$ cat src/fbs_pkg.sv
// ----------------------------------------------------------------------------
// fbs_pkg
// Shared types and constants for the link frame builder.
// ----------------------------------------------------------------------------
package fbs_pkg;

    localparam logic [7:0]  HDR_MARK  = 8'hA5;
    localparam logic [7:0]  TRL_MARK  = 8'h5A;
    localparam logic [15:0] LEN_EXTRA = 16'd8;

    localparam int CAB_W  = 48;
    localparam int DATA_W = 64;
    localparam int ADDR_W = 4;

    // register index sits above the byte offset of a 64-bit register
    localparam logic REG_CABINET = 1'b0;

    localparam logic CMD_START   = 1'b0;
    localparam logic CMD_PAYLOAD = 1'b1;

    typedef logic [1:0] t_kind;
    localparam t_kind KIND_HDR  = 2'd0;
    localparam t_kind KIND_DATA = 2'd1;
    localparam t_kind KIND_ERR  = 2'd2;

    // byte positions within a frame
    typedef logic [3:0] t_pos;
    localparam t_pos POS_MARK0 = 4'd0;
    localparam t_pos POS_MARK1 = 4'd1;
    localparam t_pos POS_LENHI = 4'd2;
    localparam t_pos POS_LENLO = 4'd3;
    localparam t_pos POS_CAB0  = 4'd4;
    localparam t_pos POS_CAB1  = 4'd5;
    localparam t_pos POS_CAB2  = 4'd6;
    localparam t_pos POS_CAB3  = 4'd7;
    localparam t_pos POS_CAB4  = 4'd8;
    localparam t_pos POS_CAB5  = 4'd9;
    localparam t_pos POS_BODY  = 4'd10;
    localparam t_pos POS_SUM   = 4'd11;
    localparam t_pos POS_TAIL1 = 4'd12;
    localparam t_pos POS_TAIL2 = 4'd13;

    // one classified word handed from front to back
    typedef struct packed {
        t_kind              kind;
        logic               close;
        logic [7:0]         body;
        logic [7:0]         sum;
        logic [15:0]        flen;
        logic [CAB_W-1:0]   cab;
    } t_job;

endpackage

$ cat src/fbs_in_if.sv
// ----------------------------------------------------------------------------
// fbs_in_if
// Input word channel: start or payload command.
// ----------------------------------------------------------------------------
interface fbs_in_if;
    logic        valid;
    logic        ready;
    logic        cmd;
    logic [7:0]  frame_type;
    logic [15:0] payload_len;
    logic [7:0]  data_byte;

    modport source (output valid, cmd, frame_type, payload_len, data_byte, input ready);
    modport sink   (input valid, cmd, frame_type, payload_len, data_byte, output ready);
endinterface

$ cat src/fbs_out_if.sv
// ----------------------------------------------------------------------------
// fbs_out_if
// Output word channel: one frame byte with flags.
// ----------------------------------------------------------------------------
interface fbs_out_if;
    logic       valid;
    logic       ready;
    logic [7:0] out_byte;
    logic       frame_end;
    logic       error;
    logic       last;

    modport source (output valid, out_byte, frame_end, error, last, input ready);
    modport sink   (input valid, out_byte, frame_end, error, last, output ready);
endinterface

$ cat src/fbs_front.sv
// ----------------------------------------------------------------------------
// fbs_front
// Accepts command words, tracks the open frame and issues jobs.
// ----------------------------------------------------------------------------
module fbs_front (
    input  logic                     i_clk,
    input  logic                     i_rst_n,
    input  logic                     i_valid,
    output logic                     o_ready,
    input  logic                     i_cmd,
    input  logic [7:0]               i_frame_type,
    input  logic [15:0]              i_payload_len,
    input  logic [7:0]               i_data_byte,
    input  logic [fbs_pkg::CAB_W-1:0] i_cabinet_id,
    input  logic                     i_q_full,
    output logic                     o_push,
    output fbs_pkg::t_job            o_job
);

    logic        r_open, n_open;
    logic [15:0] r_left, n_left;
    logic [7:0]  r_sum, n_sum;
    logic [7:0]  hdr_sum;
    logic [7:0]  data_sum;
    logic        accept;

    assign o_ready = !i_q_full;
    assign accept  = i_valid && o_ready;
    assign o_push  = accept;

    assign hdr_sum = i_cabinet_id[47:40] + i_cabinet_id[39:32] + i_cabinet_id[31:24]
                   + i_cabinet_id[23:16] + i_cabinet_id[15:8]  + i_cabinet_id[7:0]
                   + i_frame_type;
    assign data_sum = r_sum + i_data_byte;

    always_comb begin
        n_open     = r_open;
        n_left     = r_left;
        n_sum      = r_sum;
        o_job.kind  = fbs_pkg::KIND_ERR;
        o_job.close = 1'b0;
        o_job.body  = i_data_byte;
        o_job.sum   = data_sum;
        o_job.flen  = i_payload_len + fbs_pkg::LEN_EXTRA;
        o_job.cab   = i_cabinet_id;
        if (i_cmd == fbs_pkg::CMD_START) begin
            o_job.kind  = fbs_pkg::KIND_HDR;
            o_job.body  = i_frame_type;
            o_job.sum   = hdr_sum;
            o_job.close = (i_payload_len == 16'd0);
            n_open      = (i_payload_len != 16'd0);
            n_left      = i_payload_len;
            n_sum       = hdr_sum;
        end else if (r_open) begin
            o_job.kind  = fbs_pkg::KIND_DATA;
            o_job.close = (r_left == 16'd1);
            n_left      = r_left - 16'd1;
            n_sum       = data_sum;
            n_open      = (r_left != 16'd1);
        end
    end

    always_ff @(posedge i_clk) begin
        if (!i_rst_n) begin
            r_open <= 1'b0;
            r_left <= '0;
            r_sum  <= '0;
        end else if (accept) begin
            r_open <= n_open;
            r_left <= n_left;
            r_sum  <= n_sum;
        end
    end

endmodule

$ cat src/fbs_queue.sv
// ----------------------------------------------------------------------------
// fbs_queue
// Small job FIFO between the front and the byte sequencer.
// ----------------------------------------------------------------------------
module fbs_queue #(
    parameter int P_DEPTH = 4
) (
    input  logic          i_clk,
    input  logic          i_rst_n,
    input  logic          i_push,
    input  fbs_pkg::t_job i_job,
    input  logic          i_pop,
    output fbs_pkg::t_job o_job,
    output logic          o_empty,
    output logic          o_full
);

    localparam int AW = $clog2(P_DEPTH);
    localparam int CW = $clog2(P_DEPTH + 1);

    fbs_pkg::t_job r_mem [P_DEPTH];
    logic [AW-1:0] r_wptr, r_rptr;
    logic [CW-1:0] r_count;
    logic          do_push, do_pop;

    assign o_empty = (r_count == '0);
    assign o_full  = (r_count == CW'(P_DEPTH));
    assign do_push = i_push && !o_full;
    assign do_pop  = i_pop && !o_empty;
    assign o_job   = r_mem[r_rptr];

    always_ff @(posedge i_clk) begin
        if (do_push) begin
            r_mem[r_wptr] <= i_job;
        end
    end

    always_ff @(posedge i_clk) begin
        if (!i_rst_n) begin
            r_wptr  <= '0;
            r_rptr  <= '0;
            r_count <= '0;
        end else begin
            if (do_push) begin
                r_wptr <= (r_wptr == AW'(P_DEPTH - 1)) ? '0 : r_wptr + 1'b1;
            end
            if (do_pop) begin
                r_rptr <= (r_rptr == AW'(P_DEPTH - 1)) ? '0 : r_rptr + 1'b1;
            end
            case ({do_push, do_pop})
                2'b10:   r_count <= r_count + 1'b1;
                2'b01:   r_count <= r_count - 1'b1;
                default: r_count <= r_count;
            endcase
        end
    end

endmodule

$ cat src/fbs_back.sv
// ----------------------------------------------------------------------------
// fbs_back
// Byte sequencer: expands queued jobs into frame bytes, one per cycle while the output is not stalled.
// ----------------------------------------------------------------------------
module fbs_back (
    input  logic          i_clk,
    input  logic          i_rst_n,
    input  logic          i_empty,
    input  fbs_pkg::t_job i_job,
    output logic          o_pop,
    output logic          o_valid,
    input  logic          i_ready,
    output logic [7:0]    o_out_byte,
    output logic          o_frame_end,
    output logic          o_error,
    output logic          o_last
);

    logic              r_active;
    fbs_pkg::t_pos     r_pos;
    fbs_pkg::t_pos     cur_pos;
    logic              advance;
    logic              job_done;
    logic [7:0]        sel_byte;
    logic              r_valid;
    logic [7:0]        r_byte;
    logic              r_fend, r_err, r_last;

    // a fresh job starts at the header, or directly at its body byte
    assign cur_pos = r_active ? r_pos :
                     (i_job.kind == fbs_pkg::KIND_HDR) ? fbs_pkg::POS_MARK0 : fbs_pkg::POS_BODY;

    assign job_done = (cur_pos == fbs_pkg::POS_TAIL2) ||
                      (cur_pos == fbs_pkg::POS_BODY && !i_job.close);
    assign advance  = !i_empty && (!r_valid || i_ready);
    assign o_pop    = advance && job_done;

    always_comb begin
        case (cur_pos)
            fbs_pkg::POS_MARK0: sel_byte = fbs_pkg::HDR_MARK;
            fbs_pkg::POS_MARK1: sel_byte = fbs_pkg::HDR_MARK;
            fbs_pkg::POS_LENHI: sel_byte = i_job.flen[15:8];
            fbs_pkg::POS_LENLO: sel_byte = i_job.flen[7:0];
            fbs_pkg::POS_CAB0:  sel_byte = i_job.cab[47:40];
            fbs_pkg::POS_CAB1:  sel_byte = i_job.cab[39:32];
            fbs_pkg::POS_CAB2:  sel_byte = i_job.cab[31:24];
            fbs_pkg::POS_CAB3:  sel_byte = i_job.cab[23:16];
            fbs_pkg::POS_CAB4:  sel_byte = i_job.cab[15:8];
            fbs_pkg::POS_CAB5:  sel_byte = i_job.cab[7:0];
            fbs_pkg::POS_BODY:  sel_byte = (i_job.kind == fbs_pkg::KIND_ERR) ? 8'h00 : i_job.body;
            fbs_pkg::POS_SUM:   sel_byte = i_job.sum;
            fbs_pkg::POS_TAIL1: sel_byte = fbs_pkg::TRL_MARK;
            fbs_pkg::POS_TAIL2: sel_byte = fbs_pkg::TRL_MARK;
            default:            sel_byte = 8'h00;
        endcase
    end

    always_ff @(posedge i_clk) begin
        if (!i_rst_n) begin
            r_active <= 1'b0;
            r_pos    <= fbs_pkg::POS_MARK0;
            r_valid  <= 1'b0;
        end else begin
            if (advance) begin
                r_active <= !job_done;
                r_pos    <= cur_pos + 4'd1;
                r_valid  <= 1'b1;
            end else if (i_ready) begin
                r_valid  <= 1'b0;
            end
        end
    end

    always_ff @(posedge i_clk) begin
        if (advance) begin
            r_byte <= sel_byte;
            r_fend <= (cur_pos == fbs_pkg::POS_TAIL2);
            r_err  <= (i_job.kind == fbs_pkg::KIND_ERR);
            r_last <= job_done;
        end
    end

    assign o_valid     = r_valid;
    assign o_out_byte  = r_byte;
    assign o_frame_end = r_fend;
    assign o_error     = r_err;
    assign o_last      = r_last;

endmodule

$ cat src/frame_builder_sum_checksum.sv
// ----------------------------------------------------------------------------
// frame_builder_sum_checksum
// Link frame builder with cabinet-id header and 8-bit additive checksum.
//
//  channel | dir | handshake           | word
//  i_in    | in  | valid/ready         | cmd, frame_type, payload_len, data_byte
//  o_out   | out | valid/ready         | out_byte, frame_end, error, last
//  apb     | in  | psel/penable/pready | cabinet_id at byte address 0 (64-bit)
//
//  An in-frame payload word gives its byte, plus checksum and trailer (4 bytes)
//  when it closes the frame (an orphan one gives a zero byte); a start word gives
//  11 bytes (14 when payload_len is zero), one per cycle from the back sequencer.
//  The front takes a word per cycle while the P_DEPTH-entry job queue has room.
//  Output stalls back up into the queue, then into i_in.ready.
//  Synchronous active-low reset closes any frame and clears cabinet_id.
// ----------------------------------------------------------------------------
module frame_builder_sum_checksum #(
    parameter int P_DEPTH = 4
) (
    input  logic                        i_clk,
    input  logic                        i_rst_n,
    fbs_in_if.sink                      i_in,
    fbs_out_if.source                   o_out,
    input  logic                        psel,
    input  logic                        penable,
    input  logic                        pwrite,
    input  logic [fbs_pkg::ADDR_W-1:0]  paddr,
    input  logic [fbs_pkg::DATA_W-1:0]  pwdata,
    output logic [fbs_pkg::DATA_W-1:0]  prdata,
    output logic                        pready
);

    logic [fbs_pkg::CAB_W-1:0] r_cabinet;
    logic                      cfg_wr;
    logic                      push, pop, q_empty, q_full;
    fbs_pkg::t_job             push_job, head_job;

    assign pready = 1'b1;
    assign cfg_wr = psel && penable && pwrite && pready &&
                    (paddr[3] == fbs_pkg::REG_CABINET);
    assign prdata = (paddr[3] == fbs_pkg::REG_CABINET) ?
                    {{(fbs_pkg::DATA_W - fbs_pkg::CAB_W){1'b0}}, r_cabinet} : '0;

    always_ff @(posedge i_clk) begin
        if (!i_rst_n) begin
            r_cabinet <= '0;
        end else if (cfg_wr) begin
            r_cabinet <= pwdata[fbs_pkg::CAB_W-1:0];
        end
    end

    fbs_front u_front (
        .i_clk         (i_clk),
        .i_rst_n       (i_rst_n),
        .i_valid       (i_in.valid),
        .o_ready       (i_in.ready),
        .i_cmd         (i_in.cmd),
        .i_frame_type  (i_in.frame_type),
        .i_payload_len (i_in.payload_len),
        .i_data_byte   (i_in.data_byte),
        .i_cabinet_id  (r_cabinet),
        .i_q_full      (q_full),
        .o_push        (push),
        .o_job         (push_job)
    );

    fbs_queue #(.P_DEPTH(P_DEPTH)) u_queue (
        .i_clk   (i_clk),
        .i_rst_n (i_rst_n),
        .i_push  (push),
        .i_job   (push_job),
        .i_pop   (pop),
        .o_job   (head_job),
        .o_empty (q_empty),
        .o_full  (q_full)
    );

    fbs_back u_back (
        .i_clk       (i_clk),
        .i_rst_n     (i_rst_n),
        .i_empty     (q_empty),
        .i_job       (head_job),
        .o_pop       (pop),
        .o_valid     (o_out.valid),
        .i_ready     (o_out.ready),
        .o_out_byte  (o_out.out_byte),
        .o_frame_end (o_out.frame_end),
        .o_error     (o_out.error),
        .o_last      (o_out.last)
    );

endmodule

$ cat src/flat_wrapper.sv
// flat-port wrapper written by rule: the top's interface ports become plain ports
module frame_builder_sum_checksum_flat 
#(
    parameter int P_DEPTH = 4
)
  (i_clk, i_rst_n, psel, penable, pwrite, paddr, pwdata, prdata, pready, i_in_valid, i_in_cmd, i_in_frame_type, i_in_payload_len, i_in_data_byte, i_in_ready, o_out_valid, o_out_out_byte, o_out_frame_end, o_out_error, o_out_last, o_out_ready);
  fbs_in_if i_in_i ();
  fbs_out_if o_out_i ();
  input  logic i_clk;
  input  logic i_rst_n;
  input  logic psel;
  input  logic penable;
  input  logic pwrite;
  input  logic [fbs_pkg::ADDR_W-1:0] paddr;
  input  logic [fbs_pkg::DATA_W-1:0] pwdata;
  output logic [fbs_pkg::DATA_W-1:0] prdata;
  output logic pready;
  input wire logic [$bits(i_in_i.valid)-1:0] i_in_valid;
  input wire logic [$bits(i_in_i.cmd)-1:0] i_in_cmd;
  input wire logic [$bits(i_in_i.frame_type)-1:0] i_in_frame_type;
  input wire logic [$bits(i_in_i.payload_len)-1:0] i_in_payload_len;
  input wire logic [$bits(i_in_i.data_byte)-1:0] i_in_data_byte;
  output wire logic [$bits(i_in_i.ready)-1:0] i_in_ready;
  output wire logic [$bits(o_out_i.valid)-1:0] o_out_valid;
  output wire logic [$bits(o_out_i.out_byte)-1:0] o_out_out_byte;
  output wire logic [$bits(o_out_i.frame_end)-1:0] o_out_frame_end;
  output wire logic [$bits(o_out_i.error)-1:0] o_out_error;
  output wire logic [$bits(o_out_i.last)-1:0] o_out_last;
  input wire logic [$bits(o_out_i.ready)-1:0] o_out_ready;
  assign i_in_i.valid = i_in_valid;
  assign i_in_i.cmd = i_in_cmd;
  assign i_in_i.frame_type = i_in_frame_type;
  assign i_in_i.payload_len = i_in_payload_len;
  assign i_in_i.data_byte = i_in_data_byte;
  assign i_in_ready = i_in_i.ready;
  assign o_out_valid = o_out_i.valid;
  assign o_out_out_byte = o_out_i.out_byte;
  assign o_out_frame_end = o_out_i.frame_end;
  assign o_out_error = o_out_i.error;
  assign o_out_last = o_out_i.last;
  assign o_out_i.ready = o_out_ready;
  frame_builder_sum_checksum #(.P_DEPTH(P_DEPTH)) u_core (.i_clk(i_clk), .i_rst_n(i_rst_n), .i_in(i_in_i), .o_out(o_out_i), .psel(psel), .penable(penable), .pwrite(pwrite), .paddr(paddr), .pwdata(pwdata), .prdata(prdata), .pready(pready));
endmodule
$ cat config.mk
export PLATFORM = sky130hd
export DESIGN_NAME = frame_builder_sum_checksum_flat
export DESIGN_NICKNAME = d
export VERILOG_FILES = /design/src/fbs_pkg.sv /design/src/fbs_in_if.sv /design/src/fbs_out_if.sv /design/src/fbs_front.sv /design/src/fbs_queue.sv /design/src/fbs_back.sv /design/src/frame_builder_sum_checksum.sv /design/src/flat_wrapper.sv
export SDC_FILE = /design/constraint.sdc
export NUM_CORES = 1
export LEC_CHECK = 0
export ABC_AREA = 1
export BUFFER_PORTS_ARGS = -buffer_cell sky130_fd_sc_hd__buf_2
export CELL_PAD_IN_SITES_DETAIL_PLACEMENT = 0
export CELL_PAD_IN_SITES_GLOBAL_PLACEMENT = 1
export CORE_ASPECT_RATIO = 1.2
export CORE_UTILIZATION = 51
export DETAILED_ROUTE_END_ITERATION = 7
export GPL_TIMING_DRIVEN = 0
export HOLD_SLACK_MARGIN = 0.06
export MAX_ROUTING_LAYER = met4
export PLACE_DENSITY_LB_ADDON = 0.15
export SYNTH_ARGS = -nofsm -noshare
export SYNTH_HDL_FRONTEND = slang
export SYNTH_SLANG_ARGS = --single-unit
$ cat constraint.sdc
create_clock -name i_clk -period 9.6 [get_ports i_clk]
set_input_delay 0.48 -clock i_clk [delete_from_list [all_inputs] [get_ports i_clk]]
set_output_delay 0.48 -clock i_clk [all_outputs]
set_load 0.1 [all_outputs]
==> results of run 1 <==
power groups by stage:
| stage | Sequential (mW) | Combinational (mW) | Clock, mW |
|---|---|---|---|
| finish | 2.34 | 2.17 | 1.67 |
| global route | 2.35 | 2.34 | 1.75 |
| CTS | 2.34 | 2.16 | 1.68 |
| detailed placement | 2.37 | 2.15 | 0 |
| global placement | 2.40 | 2.10 | 0 |
| floorplan | 2.56 | 1.26 | 0 |
worst max-delay path, delay by kind of cell, from the launching register on:
family | cells | cell delay (ns)
simple gates | 3 | 0.23
fa+ha+maj | 5 | 2.44
compound gates | 2 | 0.86
flops | 1 | 0.48
buf+inv | 4 | 0.33
metrics by stage:
step | setup WS (ns) | total power, mW | cell area, µm² | std cells
floorplan | 4.07 | 3.82 | 19700 | 1929
global placement | 1.71 | 4.50 | 21100 | 2558
detailed placement | 4.95 | 4.52 | 21300 | 2570
CTS | 4.97 | 6.18 | 22700 | 2649
global route | 4.78 | 6.44 | 22700 | 2649
finish | 4.95 | 6.18 | 22700 | 2649
kinds of logic after synthesis:
logic type	Yosys count
adders and majority gates	63
other	2
AOI/OAI and AO/OA	444
buffers and inverters	302
xor gates and xnor gates	23
and+or+nand+nor	649
DFF	431
cell usage after synthesis (2+ instances only):
| cell type | n |
|---|---|
| edfxtp_1 | 343 |
| nor2_1 | 300 |
| nand2_1 | 248 |
| o21ai_0 | 238 |
| inv_1 | 189 |
| a21oi_1 | 117 |
| dfxtp_1 | 88 |
| clkbuf_1 | 66 |
| o22ai_1 | 59 |
| nand3_1 | 55 |
| fa_1 | 34 |
| ha_1 | 29 |
| buf_2 | 19 |
| buf_4 | 18 |
| xor2_1 | 18 |
| a31oi_1 | 6 |
| nor4_1 | 6 |
| a211oi_1 | 5 |
| buf_6 | 5 |
| nand4_1 | 5 |
| nor3_1 | 5 |
| nor3_2 | 5 |
| xnor2_1 | 5 |
| nand3_2 | 4 |
| a32o_1 | 3 |
| and3_1 | 3 |
| nand2_2 | 3 |
| nand2_4 | 3 |
| nor2_4 | 3 |
| o211ai_1 | 3 |
| o21a_1 | 3 |
| o21ai_1 | 3 |
| or2_2 | 3 |
| buf_1 | 2 |
| conb_1 | 2 |
| nand3b_1 | 2 |
| nor2_2 | 2 |
| o21bai_1 | 2 |
| o31ai_1 | 2 |
routing by layer:
layer	share of wire (%)	GRT usage (%)
met1	41	39.5
met3	6.4	3.03
met2	50	52.0
met4	2.5	8.42
met5	0	-
sequential cells by signal, summed over array words and instances (netlist names), named ones only:
register,flops
u_core.u_back.o_valid,1
u_core.u_front.r_left,16
u_core.u_back.r_pos,4
u_core.u_back.o_out_byte,8
u_core.u_back.o_frame_end,1
u_core.u_queue.r_mem,332
u_core.u_back.o_last,1
u_core.u_queue.r_rptr,2
u_core.u_back.r_active,1
u_core.u_front.r_sum,8
u_core.u_queue.r_count,3
u_core.u_front.r_open,1
u_core.u_queue.r_wptr,2
u_core.r_cabinet,48
u_core.u_back.o_error,1
layout make-up:
cell class / count / area, µm² / share of cell area (%)
tap: 480 / 601 / 2.64
sequential: 431 / 12100 / 53.1
clock buffer: 58 / 1190 / 5.26
inverter: 192 / 723 / 3.18
multi-input combinational: 1196 / 6410 / 28.2
timing repair buffer: 161 / 993 / 4.37
clock inverter: 21 / 194 / 0.853
buffer: 110 / 542 / 2.38
worst paths after layout:
kind	endpoint	slack, ns	depth (start not counted)
max	u_core.u_queue.r_mem[1][68]	4.95	14
min	u_core.u_queue.r_mem[1][48]	0.22	1
max reg2reg	u_core.u_queue.r_mem[1][68]	4.95	14
min reg2reg	u_core.u_queue.r_count[0]	0.46	1
==> flow_summary.toml, run 1 <==
[detailed_routing]
dr.pass1.iters = 6
wl_mm = 58.5
drc = 0
ant_nets = 0
drt_iter0_markers = 1545
vias_per_cell = 5.60
vias = 14800
wl_per_cell_um = 22.1

[layout]
areaGrowthSynthToFinish_pct = 15.6
final_common_cell = "edfxtp_1"
finalCoreUtilization_pct = 60.0
antenna_cells = 0
fill_cells = 3219
layout_common_cells = "edfxtp_1, nor2_1, nand2_1"
fin_nets = 2306
drive_gt1_share_pct = 13.8

[critical_path]
critPathMaxFanout = 5
worstPathRequired_ns = 9.84
crit_path_end_kind = "register"
cp_slowest_cell = "o21ai_0"
crit_chain = "inv_1, fa_1, inv_1, fa_1, inv_1, fa_1, fa_1, inv_1, ha_1, a21oi_1, nand2_1, nand2_1, nand2_1, o21ai_0"
crit_start = "u_core.r_cabinet[3]"
slowest_delay_ns = 0.70
crit_arrival_ns = 4.89
worst_r2r_startpoint = "u_core.r_cabinet[3]"
start_kind = "register"
crit_type = "register to register"

[cts]
clk_pin_slew_ns = 0.07
clk_path_buf_depth = 3
clock_latency_ns = 0.56
cts_htree_levels = 2
cts_setup_buffers = 0
cts_tree = "done"
numCtsBuffers = 43
postCtsHoldBufs = 0
cts.sinks = 431
cts_resized = 0
cts-root-buf = "clkbuf_16"

[sta]
fmax_mhz = 215
min_period_over_period_pct = 48.4
rsz0062_at_grt = "no"
clock_skew_ns = 0.0221
setup_violations = 0
hold_slack_ns = 0.219
tightestPinTransition_ns = 1.06
period_minus_slack_ns = 4.65
hold_violations = 0
relSlewSlack_pct = 29.3
drv_slew = 0
setup-tns-final_ns = 0

[global_routing]
antenna_found_initial = 0
grt_pass1_wl_mm = 86.2
grt.total_usage_pct = 30.7
grt_overflow_total = 0
grt_max_degree = 29
grt_pass1_vias = 14100

[yosys]
synth_top_family_by_area = "simple AND/OR/NAND/NOR gates"
synth_fa_ha_area_share_pct = 5.31
yosys.area_share.xor_xnor_pct = 1.02
synth_compound_area_share_pct = 12.0
muxShareOfSynthArea_pct = 0
seq_area_frac_synth_pct = 61.4
synthArstFlopShare_pct = 0
avgSynthCellArea_um2 = 10.3
synthTopCellsByArea = "edfxtp_1, dfxtp_1, o21ai_0"
syn_area_um2 = 19700
synthCells = 1914
yosysTopAreaCell = "edfxtp_1"
synth_cell_types = 47
ys_ff_latch = 431
yosys_warnings = 0
synth-edff-count = 343
ys.flop_type = "edfxtp_1"
synth_top_area_share_pct = 52.4
synth-simple-area-share_pct = 13.8

[floorplan]
die_h_um = 217
ios = 186
num_rows = 78
die-width_um = 181
fp.dieArea_um2 = 39300
core_um2 = 37900
initial_utilization_pct = 51.9

[placed_design]
portBuffers = 149
gp_congestion = 0.928
hpwlAfterDp_mm = 43.2

[power]
switching_share_pct = 38.7
p_comb_share_pct = 35.2
cellInternalPower_mw = 3.79
clockPowerShare_pct = 27.0
p_seq_share_pct = 37.8
p_leak_nw = 9.08
p_per_area_nw_per_um2 = 272
ir_drop_mv = 0.181
switchingPower_mw = 2.39

[run_status]
status = "complete, no violations"

[hold_path]
hold_path_class = "input port to register"
hp-start = "i_in_payload_len[0]"

[flow_run]
drv_cap = 0
No activity file was read; power rests on OpenSTA's default activity.
==> inputs of run 2 (changes only) <==
Settings changed: CORE_UTILIZATION 51 to 47.
Clock period 9.6 ns to 4.7 ns, I/O delays scaled along.
==> flow_summary.toml, run 2 (synthesis gave the netlist of run 1 again) <==
[critical_path]
cp_slowest_cell = "o21ai_1"
crit_type = "register to register"
crit_start = "u_core.r_cabinet[27]"
crit_chain = "inv_1, fa_1, inv_1, fa_1, inv_1, fa_1, fa_1, inv_1, ha_1, a21oi_1, nand2_1, nand2_1, nand2_1, o21ai_1"
critPathMaxFanout = 5
crit_path_end_kind = "register"
worst_r2r_startpoint = "u_core.r_cabinet[27]"
slowest_delay_ns = 0.57
reg2reg_depth = 14
crit_arrival_ns = 4.72
worstPathRequired_ns = 4.95
start_kind = "register"

[hold_path]
hp-start = "i_in_payload_len[3]"
hold_path_class = "input port to register"
hold_path_depth = 3

[layout]
largest_register_ffs = 332
fill_cells = 3652
layout_common_cells = "edfxtp_1, nor2_1, nand2_1"
top_register = "u_core.u_queue.r_mem"
areaGrowthSynthToFinish_pct = 19.0
reg_top3 = "u_core.u_queue.r_mem: 332 flops, u_core.r_cabinet: 48 flops, u_core.u_front.r_left: 16 flops"
multiInputGateArea_um2 = 6420
drive_gt1_share_pct = 13.8
fin_nets = 2361
final_common_cell = "edfxtp_1"
regArea_um2 = 12100
final_area_um2 = 23400

[cts]
numCtsBuffers = 43
cts_htree_levels = 2
clock_latency_ns = 0.55
cts.sinks = 431
cts_setup_buffers = 0
cts_tree = "done"
clk_path_buf_depth = 3
cts-root-buf = "clkbuf_16"
clk_pin_slew_ns = 0.06

[global_routing]
antenna_found_initial = 0
grt_pass1_vias = 14700
grt_pass1_wl_mm = 88.5
grt.total_usage_pct = 29.2
grt_max_degree = 28
grt_overflow_total = 0

[sta]
fmax_mhz = 224
worst_slack_ns = 0.228
drv_slew = 0
tightestPinTransition_ns = 1.11
hold_violations = 0
relSlewSlack_pct = 26.1
setup_violations = 0
period_minus_slack_ns = 4.47
clock_skew_ns = 0.0135
min_period_over_period_pct = 95.1
rsz0062_at_grt = "no"
setup-tns-final_ns = 0

[floorplan]
fp.dieArea_um2 = 42600
die_h_um = 226
core_um2 = 40900
num_rows = 81
ios = 186
initial_utilization_pct = 48.0
die-width_um = 189

[detailed_routing]
ant_nets = 0
wl_mm = 59.8
drt_iter0_markers = 1204
vias_per_cell = 5.39
drc = 0
dr.pass1.iters = 7
wl_per_cell_um = 21.6
vias = 14900

[power]
p_per_area_nw_per_um2 = 548
ir_drop_mv = 0.316
p_leak_nw = 9.34

[placed_design]
hpwlAfterDp_mm = 44.1
place_area_um2 = 21400
portBuffers = 149
gp_congestion = 0.928
pre_cts_slack_ns = -0.0900

[flow_run]
drv_cap = 0

[run_status]
status = "complete, no violations"
run 2: cell type report:
type	instances	area share, %
diodes	1	0.0107
plain buffers	110	2.32
clock buffers	53	4.85
clock inverters	24	1.21
inverters	192	3.09
multi-input cells	1196	27.4
flip-flops and latches	431	51.6
well taps	539	2.88
repair buffers	216	6.65
run 2: repair_timing:
| action | 4_1_cts | 5_1_grt |
|---|---|---|
| setup endpoints to repair | 5 | 10 |
| hold buffers | 54 | 0 |
| hold endpoints to repair | 64 | 0 |
| resized for setup | 1 | 3 |
| gates cloned | 0 | 0 |
run 2: path summary, 6_finish.rpt:
path / slack (ns) / end
worst max-delay path: 0.23 / u_core.u_queue.r_mem[0][68]
worst min-delay path: 0.09 / u_core.u_front.r_left[3]
worst max register to register: 0.23 / u_core.u_queue.r_mem[0][68]
worst min register to register: 0.47 / u_core.u_front.r_left[15]
run 2: report_power, final:
| part | internal [mW] | switching [mW] |
|---|---|---|
| clock network | 2.05 | 1.43 |
| registers | 4.63 | 0.141 |
| logic | 1.20 | 3.36 |
run 2: worst max-delay path: cells and delay by family, from the launching register on:
| family | cells | cell delay, ns |
|---|---|---|
| compound gates | 2 | 0.74 |
| fa+ha+maj | 5 | 2.40 |
| buf+inv | 4 | 0.35 |
| flops | 1 | 0.44 |
| simple gates | 3 | 0.24 |
run 2: stage by stage:
stage / utilization (%) / hold WS (ns) / total power, mW / instances
floorplan: - / 0.334 / 7.80 / 1929
global placement: 51.6 / 0.442 / 9.28 / 2617
detailed placement: 52.3 / 0.449 / 9.33 / 2629
CTS: 57.1 / 0.0707 / 12.8 / 2760
global route: 57.1 / 0.106 / 13.4 / 2761
finish: 57.1 / 0.0919 / 12.8 / 2762
run 2: metal layers:
metal | track usage [%] | share of wire [%]
met1 | 34.5 | 40
met5 | - | 0
met4 | 12.3 | 4.2
met2 | 49.7 | 50
met3 | 4.52 | 6.0
